### src/rtl/core/telegram_deframer_crc8_check_top_assert.svh
// ----------------------------------------------------------------------------
// telegram deframer assertion macros
// clocked property checks that drop out of synthesis builds
// ----------------------------------------------------------------------------
`ifndef TELEGRAM_DEFRAMER_CRC8_CHECK_TOP_ASSERT_SVH
`define TELEGRAM_DEFRAMER_CRC8_CHECK_TOP_ASSERT_SVH

`ifndef SYNTHESIS

// checked property, masked while reset is high
`define TDC_ASSERT(lbl, clk, rst, prop) \
   lbl: assert property (@(posedge clk) disable iff (rst) prop) \
      else $error("tdc assertion failed");

// checked property, live during reset as well
`define TDC_ASSERT_ALWAYS(lbl, clk, prop) \
   lbl: assert property (@(posedge clk) prop) \
      else $error("tdc assertion failed");

`else

`define TDC_ASSERT(lbl, clk, rst, prop)
`define TDC_ASSERT_ALWAYS(lbl, clk, prop)

`endif

`endif

### src/rtl/core/tdc_pkg.sv
// ----------------------------------------------------------------------------
// tdc_pkg
// shared types, constants and the crc-8 byte step of the telegram deframer
// ----------------------------------------------------------------------------
package tdc_pkg;

   localparam int MAX_FRAME_BYTES_DEF = 64;

   localparam int BYTE_W  = 8;
   localparam int IDX_W   = 6;
   localparam int CNT_W   = 6;
   localparam int KIND_W  = 3;

   localparam logic [7:0] CRC_POLY   = 8'h5D;
   localparam logic [7:0] CRC_START  = 8'hFF;
   localparam logic [7:0] START_MARK = 8'h53;   // 'S'
   localparam logic [7:0] END_MARK   = 8'h45;   // 'E'
   localparam logic [7:0] LEN_MIN    = 8'd4;    // length, node, command and crc bytes

   typedef enum logic [2:0] {
      PH_HUNT = 3'd0,
      PH_LEN  = 3'd1,
      PH_NODE = 3'd2,
      PH_CMD  = 3'd3,
      PH_DATA = 3'd4,
      PH_CRC  = 3'd5,
      PH_END  = 3'd6
   } phase_type;

   typedef enum logic [KIND_W-1:0] {
      KIND_DATA       = 3'd0,
      KIND_OK         = 3'd1,
      KIND_BAD_LEN    = 3'd2,
      KIND_BAD_END    = 3'd3,
      KIND_BAD_CRC    = 3'd4,
      KIND_LINE_ERROR = 3'd5
   } kind_type;

   typedef struct packed {
      logic                  valid;
      kind_type              kind;
      logic [BYTE_W-1:0]     node_number;
      logic [BYTE_W-1:0]     command_byte;
      logic [BYTE_W-1:0]     data_byte;
      logic [IDX_W-1:0]      data_index;
      logic [CNT_W-1:0]      data_count;
   } result_type;

   // reflected crc-8, one byte, lsb first
   function automatic logic [7:0] crc8_byte(input logic [7:0] crc, input logic [7:0] b);
      logic [7:0] c;
      c = crc ^ b;
      for (int k = 0; k < 8; k++) begin
         c = c[0] ? ((c >> 1) ^ CRC_POLY) : (c >> 1);
      end
      return c;
   endfunction

endpackage

### src/rtl/core/tdc_parser.sv
// ----------------------------------------------------------------------------
// tdc_parser
// telegram phase machine, crc accumulator and per-word result decode
// ----------------------------------------------------------------------------
module tdc_parser #(
   parameter int MAX_FRAME_BYTES = tdc_pkg::MAX_FRAME_BYTES_DEF
) (
   input  logic                 clock,
   input  logic                 reset,
   input  logic                 step,
   input  logic [7:0]           in_byte,
   input  logic                 in_err,
   output tdc_pkg::result_type  result
);

   localparam int         FL_W    = $clog2(MAX_FRAME_BYTES);
   localparam logic [8:0] LEN_MAX = 9'(MAX_FRAME_BYTES - 2);

   tdc_pkg::phase_type phase_ff, phase_in;
   logic [FL_W-1:0]    len_ff, len_in;
   logic [FL_W-1:0]    pos_ff, pos_in;
   logic [7:0]         crc_ff, crc_in;
   logic [7:0]         node_ff, node_in;
   logic [7:0]         cmd_ff, cmd_in;

   logic               len_ok;
   logic [FL_W:0]      pos_inc;
   logic               last_data;
   logic [7:0]         crc_step;

   assign len_ok    = (in_byte >= tdc_pkg::LEN_MIN) && ({1'b0, in_byte} <= LEN_MAX);
   assign pos_inc   = {1'b0, pos_ff} + (FL_W+1)'(1);
   assign last_data = pos_inc >= {1'b0, len_ff};
   assign crc_step  = tdc_pkg::crc8_byte(crc_ff, in_byte);

   // next phase
   always_comb begin
      phase_in = phase_ff;
      if (step) begin
         if (phase_ff == tdc_pkg::PH_HUNT) begin
            if (!in_err && in_byte == tdc_pkg::START_MARK) begin
               phase_in = tdc_pkg::PH_LEN;
            end
         end else if (in_err) begin
            phase_in = tdc_pkg::PH_HUNT;
         end else begin
            unique case (phase_ff)
               tdc_pkg::PH_LEN:  phase_in = len_ok ? tdc_pkg::PH_NODE : tdc_pkg::PH_HUNT;
               tdc_pkg::PH_NODE: phase_in = tdc_pkg::PH_CMD;
               tdc_pkg::PH_CMD:  phase_in = (len_ff == '0) ? tdc_pkg::PH_CRC
                                                            : tdc_pkg::PH_DATA;
               tdc_pkg::PH_DATA: phase_in = last_data ? tdc_pkg::PH_CRC : tdc_pkg::PH_DATA;
               tdc_pkg::PH_CRC:  phase_in = tdc_pkg::PH_END;
               default:          phase_in = tdc_pkg::PH_HUNT;
            endcase
         end
      end
   end

   // datapath updates and result decode
   always_comb begin
      len_in  = len_ff;
      pos_in  = pos_ff;
      crc_in  = crc_ff;
      node_in = node_ff;
      cmd_in  = cmd_ff;

      result              = '0;
      result.kind         = tdc_pkg::KIND_DATA;
      result.node_number  = node_ff;
      result.command_byte = cmd_ff;

      if (step) begin
         if (phase_ff == tdc_pkg::PH_HUNT) begin
            if (!in_err && in_byte == tdc_pkg::START_MARK) begin
               len_in  = '0;
               pos_in  = '0;
               crc_in  = tdc_pkg::CRC_START;
               node_in = '0;
               cmd_in  = '0;
            end
         end else if (in_err) begin
            result.valid      = 1'b1;
            result.kind       = tdc_pkg::KIND_LINE_ERROR;
            result.data_count = tdc_pkg::CNT_W'(pos_ff);
         end else begin
            unique case (phase_ff)
               tdc_pkg::PH_LEN: begin
                  if (len_ok) begin
                     crc_in = crc_step;
                     len_in = FL_W'(in_byte - tdc_pkg::LEN_MIN);
                  end else begin
                     result.valid = 1'b1;
                     result.kind  = tdc_pkg::KIND_BAD_LEN;
                  end
               end
               tdc_pkg::PH_NODE: begin
                  crc_in  = crc_step;
                  node_in = in_byte;
               end
               tdc_pkg::PH_CMD: begin
                  crc_in = crc_step;
                  cmd_in = in_byte;
               end
               tdc_pkg::PH_DATA: begin
                  crc_in            = crc_step;
                  pos_in            = pos_inc[FL_W-1:0];
                  result.valid      = 1'b1;
                  result.data_byte  = in_byte;
                  result.data_index = tdc_pkg::IDX_W'(pos_ff);
                  result.data_count = tdc_pkg::CNT_W'(len_ff);
               end
               tdc_pkg::PH_CRC: begin
                  crc_in = crc_ff ^ in_byte;
               end
               tdc_pkg::PH_END: begin
                  result.valid      = 1'b1;
                  result.data_count = tdc_pkg::CNT_W'(len_ff);
                  if (in_byte != tdc_pkg::END_MARK) begin
                     result.kind = tdc_pkg::KIND_BAD_END;
                  end else if (crc_ff != '0) begin
                     result.kind = tdc_pkg::KIND_BAD_CRC;
                  end else begin
                     result.kind = tdc_pkg::KIND_OK;
                  end
               end
               default: begin
                  result.valid = 1'b0;
               end
            endcase
         end
      end
   end

   always_ff @(posedge clock) begin
      if (reset) begin
         phase_ff <= tdc_pkg::PH_HUNT;
         len_ff   <= '0;
         pos_ff   <= '0;
         crc_ff   <= tdc_pkg::CRC_START;
         node_ff  <= '0;
         cmd_ff   <= '0;
      end else begin
         phase_ff <= phase_in;
         len_ff   <= len_in;
         pos_ff   <= pos_in;
         crc_ff   <= crc_in;
         node_ff  <= node_in;
         cmd_ff   <= cmd_in;
      end
   end

endmodule

### src/rtl/core/telegram_deframer_crc8_check_top.sv
// ----------------------------------------------------------------------------
// telegram_deframer_crc8_check_top
// 'S'-framed, length-driven telegram deframer with reflected crc-8 check
//
//   channel   direction  payload
//   req_      in         tdata: rx_byte   tuser: line_error
//   rsp_      out        tdata: node, command, data, index, count  tuser: kind
//
// one word per cycle is taken and decoded; its result, if any, appears in
// the output register on the next cycle. throughput is set by the single
// input register to result register pass (phase machine plus the unrolled
// crc byte step). a stalled result holds the output register and, once the
// input register is also full, req_tready drops. synchronous reset returns
// the deframer to the start marker hunt and empties both registers.
// ----------------------------------------------------------------------------
`include "telegram_deframer_crc8_check_top_assert.svh"

module telegram_deframer_crc8_check_top #(
   parameter int MAX_FRAME_BYTES = tdc_pkg::MAX_FRAME_BYTES_DEF
) (
   input  logic         clock,
   input  logic         reset,

   input  logic         req_tvalid,
   output logic         req_tready,
   input  logic [7:0]   req_tdata,    // [7:0] rx_byte
   input  logic         req_tuser,    // [0] line_error

   output logic         rsp_tvalid,
   input  logic         rsp_tready,
   output logic [39:0]  rsp_tdata,    // [7:0] node_number, [15:8] command_byte,
                                      // [23:16] data_byte, [29:24] data_index,
                                      // [35:30] data_count, [39:36] zero
   output logic [2:0]   rsp_tuser     // [2:0] kind
);

   // input register
   logic                in_valid_ff, in_valid_in;
   logic [7:0]          in_byte_ff;
   logic                in_err_ff;

   // result register
   logic                rsp_valid_ff, rsp_valid_in;
   tdc_pkg::result_type rsp_ff;

   tdc_pkg::result_type res;
   logic                fire;     // word in the input register is decoded this cycle
   logic                take;     // new word enters the input register

   // the decoded word moves on whenever the result register is free or draining
   assign fire       = in_valid_ff && (!rsp_valid_ff || rsp_tready);
   assign req_tready = !in_valid_ff || fire;
   assign take       = req_tvalid && req_tready;

   assign in_valid_in = take ? 1'b1 : (fire ? 1'b0 : in_valid_ff);

   always_comb begin
      rsp_valid_in = rsp_valid_ff;
      if (fire && res.valid) begin
         rsp_valid_in = 1'b1;
      end else if (rsp_tready) begin
         rsp_valid_in = 1'b0;
      end
   end

   tdc_parser #(
      .MAX_FRAME_BYTES (MAX_FRAME_BYTES)
   ) u_parser (
      .clock   (clock),
      .reset   (reset),
      .step    (fire),
      .in_byte (in_byte_ff),
      .in_err  (in_err_ff),
      .result  (res)
   );

   // control registers
   always_ff @(posedge clock) begin
      if (reset) begin
         in_valid_ff  <= 1'b0;
         rsp_valid_ff <= 1'b0;
      end else begin
         in_valid_ff  <= in_valid_in;
         rsp_valid_ff <= rsp_valid_in;
      end
   end

   // payload registers
   always_ff @(posedge clock) begin
      if (take) begin
         in_byte_ff <= req_tdata;
         in_err_ff  <= req_tuser;
      end
      if (fire && res.valid) begin
         rsp_ff <= res;
      end
   end

   assign rsp_tvalid = rsp_valid_ff;
   assign rsp_tuser  = rsp_ff.kind;
   assign rsp_tdata  = {4'b0000,
                        rsp_ff.data_count,
                        rsp_ff.data_index,
                        rsp_ff.data_byte,
                        rsp_ff.command_byte,
                        rsp_ff.node_number};

   // a held word is never overwritten by a new one
   `TDC_ASSERT(a_in_hold, clock, reset, in_valid_ff && !fire |-> !req_tready)
   // a decoded result always lands in the output register
   `TDC_ASSERT(a_rsp_load, clock, reset, fire && res.valid |=> rsp_tvalid)
   // only defined kinds leave the block
   `TDC_ASSERT(a_kind_range, clock, reset, rsp_tvalid |-> rsp_tuser <= tdc_pkg::KIND_LINE_ERROR)
   // nothing is decoded while reset holds the registers empty
   `TDC_ASSERT_ALWAYS(a_reset_empty, clock, reset |=> !in_valid_ff && !rsp_tvalid)

endmodule

### config.mk
export PLATFORM = sky130hd
export DESIGN_NAME = telegram_deframer_crc8_check_top
export DESIGN_NICKNAME = d
export VERILOG_FILES = /design/src/rtl/core/tdc_pkg.sv /design/src/rtl/core/tdc_parser.sv /design/src/rtl/core/telegram_deframer_crc8_check_top.sv
export VERILOG_INCLUDE_DIRS = /design/src /design/src/rtl/core
export SDC_FILE = /design/constraint.sdc
export NUM_CORES = 1
export LEC_CHECK = 0
export BUFFER_PORTS_ARGS = -buffer_cell sky130_fd_sc_hd__buf_2
export CAP_MARGIN = 20
export CORE_MARGIN = 2
export CORE_UTILIZATION = 36
export DETAILED_ROUTE_END_ITERATION = 8
export SLEW_MARGIN = 25
export SYNTH_ARGS = -nofsm -noshare
export SYNTH_HDL_FRONTEND = slang
export SYNTH_SLANG_ARGS = --single-unit
### constraint.sdc
create_clock -name clock -period 12.5 [get_ports clock]
set_input_delay 3.125 -clock clock [delete_from_list [all_inputs] [get_ports clock]]
set_output_delay 3.125 -clock clock [all_outputs]
set_load 0.05 [all_outputs]
==> results.md <==
* Status: finished, final reports clean
* Total negative slack at 0 ps
* RSZ-0062 raised after global routing: no
* PortBufs at 53
* TritonCTS buffer count at 9
* Ports at 58
* Max Freq at ~150 MHz
* Die Ht at around 110 um
* Root buffer cell: clkbuf_16
* Register bit total from synthesis at 89
* Core area at approximately 12000 sq um
* Sequential area share after synthesis at between 50% and 60%
* Synth async-reset ratio at 0%
* Final setup vio count at 0
* Worst Path Class, Setup: in -> out
* Top cell type's share of synthesized area at 33.5%
* Top-count cell post-synth: nor2_1
* Max Root-Sink Buffers at 2
* Critical Path AT at 3630 ps
* CP Launch Type: primary input
* Dominant synthesized flop cell: edfxtp_1
* Slew Limit Fails at 0
* Fin crit period at a little under 7000 ps
* Setup Buffers After CTS at 0
* Vias per cell at around 5.2
* Routed len/inst at approximately 15 um
* Fin Clk Skew at roughly 5.4 ps
* Maximum VDD drop at between 0.07 and 0.08 mV
* Buffers and inverters on the worst path at 3
* CP max stage delay at about 270 ps
* Initial antenna violation count at 0
* Syn_area_per_cell at about 10 sq um
* Power density over the cells at 124 nW/um^2
* Fin crit share at 54.0%
* Total grt overflow at 0
* CP Data Required Time at ~9400 ps
* Post-synth top cells: nor2_1, edfxtp_1, dfxtp_1
* Post-CTS Hold Fix Bufs at 0
* Starting density of the core at a little under two fifths
* Top post-synthesis cells by area: edfxtp_1, dfxtp_1, mux2i_1
* Cell variety after synth at 56
* Vias in the first global route at around 2900
* H-tree level count at 3
* P&R area growth vs syn at 14.9%
* Slew @ Worst Pin at 886 ps
* CP top delay family: buffers and inverters
* Crit-path slowest cell: buf_2
* DR vias at between 3000 and 4000
* First-pass GRT wire length at ~15000 um
* Max Cap Violations at 0
* Final GP Congestion at ~0.8
* Final #Nets at 476
* Worst-skew pair later-pin latency at around 350 ps
* Worst path most repeated cell: buf_2
* Mapped cell area at 4300 sq um
* 1st-iter DRT viols at approximately 240
* Largest net degree at the start of global routing at 48
* Clock slew at reported path FFs at approximately 70 ps
* DRT Wirelength at approximately 9000 um
* HP Class: reg -> reg
* Ant. Diodes at 0
* Pleak at approximately 1.8 nW
* Post-synth EDFFs at between 40 and 50
* Die area at between 10000 and 15000 sq um
* Slew headroom at 40.9%
* CP endpoint kind: primary output
* Hold slack at around 440 ps
* Proportion of layout cells with a drive suffix above 1 at ~18%
* Worst-path maximum fanout at 3
* DR pass1 iterations at 4
* TritonCTS clock tree: done
* Yosys Warn Count at 0
* Post-DP HPWL at 6400 um
* Horiz. Die Dim at 113 um
* Post-Synthesis Cells at between 400 and 500
* CTS sink count at 89
* GRT Overall Usage at approximately 15%
* Antenna Nets Post-Route at 0
* Worst path cell trace: buf_2, inv_1, nand3_1, buf_2
* Post-route DRC at 0
* CTS-repair resized insts at 0
* Final count of hold timing violations at 0
* FP Rows at 39
* Largest area contributor in the netlist: edfxtp_1
[cells by family after synthesis]
kind of cell               synth area share, %
DFF                                       52.6
AOI/OAI and AO/OA                         9.43
buffers and inverters                     4.31
muxes                                     5.21
xor gates and xnor gates                  6.43
and+or+nand+nor                           18.7
adders and majority gates                 3.20
other                                   0.0872
[routing by layer]
metal | share of wire [%] | vias up | global-route usage (%)
met5 | 0 | - | 0
met2 | 45 | 97 | 23.4
met1 | 48 | 1497 | 19.6
met4 | 1.1 | 0 | 4.47
met3 | 5.7 | 7 | 4.45
li1 | - | 1525 | -
[state kept, by name, indices dropped and copies added (netlist names)]
name,flops
u_parser.phase_ff,3
in_byte_ff,8
rsp_tdata,36
in_valid_ff,1
u_parser.crc_ff,8
u_parser.node_ff,8
rsp_tvalid,1
in_err_ff,1
u_parser.cmd_ff,8
rsp_tuser,3
u_parser.len_ff,6
u_parser.pos_ff,6
[power by group]
group          switching (mW)  leakage, nW  total, mW  internal, mW
logic                  0.0167        0.909     0.0291        0.0124
registers             0.00519        0.710      0.313         0.307
clock network           0.129        0.141      0.271         0.141
total                   0.151         1.76      0.612         0.461
[cell type report]
type                    instances  area, sq um
well taps                     143          179
fillers                      1123         6580
flip-flops and latches         89         2260
clock buffers                   9          225
clock inverters                 7         73.8
inverters                      12         45.0
repair buffers                 55          280
multi-input cells             285         1870
[placed cells by master (no fill, tap or decap), drive strengths merged, types with 2 or more instances in the layout]
| master | count |
|---|---|
| clkinvlp | 2 |
| a22oi | 2 |
| or3 | 2 |
| a211oi | 2 |
| o21ai | 11 |
| nand3b | 2 |
| clkbuf | 9 |
| nand3 | 10 |
| xor2 | 9 |
| or4 | 2 |
| nor2 | 56 |
| nand4 | 3 |
| ha | 11 |
| xnor3 | 3 |
| a21oi | 27 |
| o21bai | 3 |
| edfxtp | 48 |
| xnor2 | 14 |
| and3 | 4 |
| nor3 | 19 |
| and2 | 21 |
| buf | 55 |
| nand2b | 9 |
| conb | 4 |
| nand2 | 18 |
| nor4 | 5 |
| a21boi | 2 |
| a31oi | 3 |
| a21o | 3 |
| o211ai | 3 |
| dfxtp | 41 |
| inv | 16 |
| mux2i | 22 |
[worst register-to-register path, cell delays in order, from the launching register on]
cell and delay, ps:
edfxtp_1 540, inv_1 230, ha_1 210, or3b_2 470
o211ai_1 120, nand4_1 280, a21oi_4 390, buf_4 440
[per-stage QoR]
step	setup WS [ps]	power, mW	utilization, %	area [sq um]	instances
3_5_place_dp	5740	0.349	40.3	4640	584
5_1_grt	5710	0.634	42.9	4940	600
4_1_cts	5740	0.619	42.9	4940	600
6_report	5750	0.612	42.9	4940	600
2_1_floorplan	5780	0.343	-	4310	414
3_3_place_gp	5760	0.348	40.3	4640	584
[path summary, 6_finish.rpt]
kind	from	endpoint	slack, ps	cells after the start
worst min-delay path	u_parser.cmd_ff[7]	rsp_tdata[15]	440	0
worst max-delay path	rsp_tready	req_tready	5750	4
worst max register to register	in_byte_ff[2]	rsp_tuser[0]	9460	7
worst min register to register	u_parser.cmd_ff[7]	rsp_tdata[15]	440	0
(Power assumes the default switching activity.)
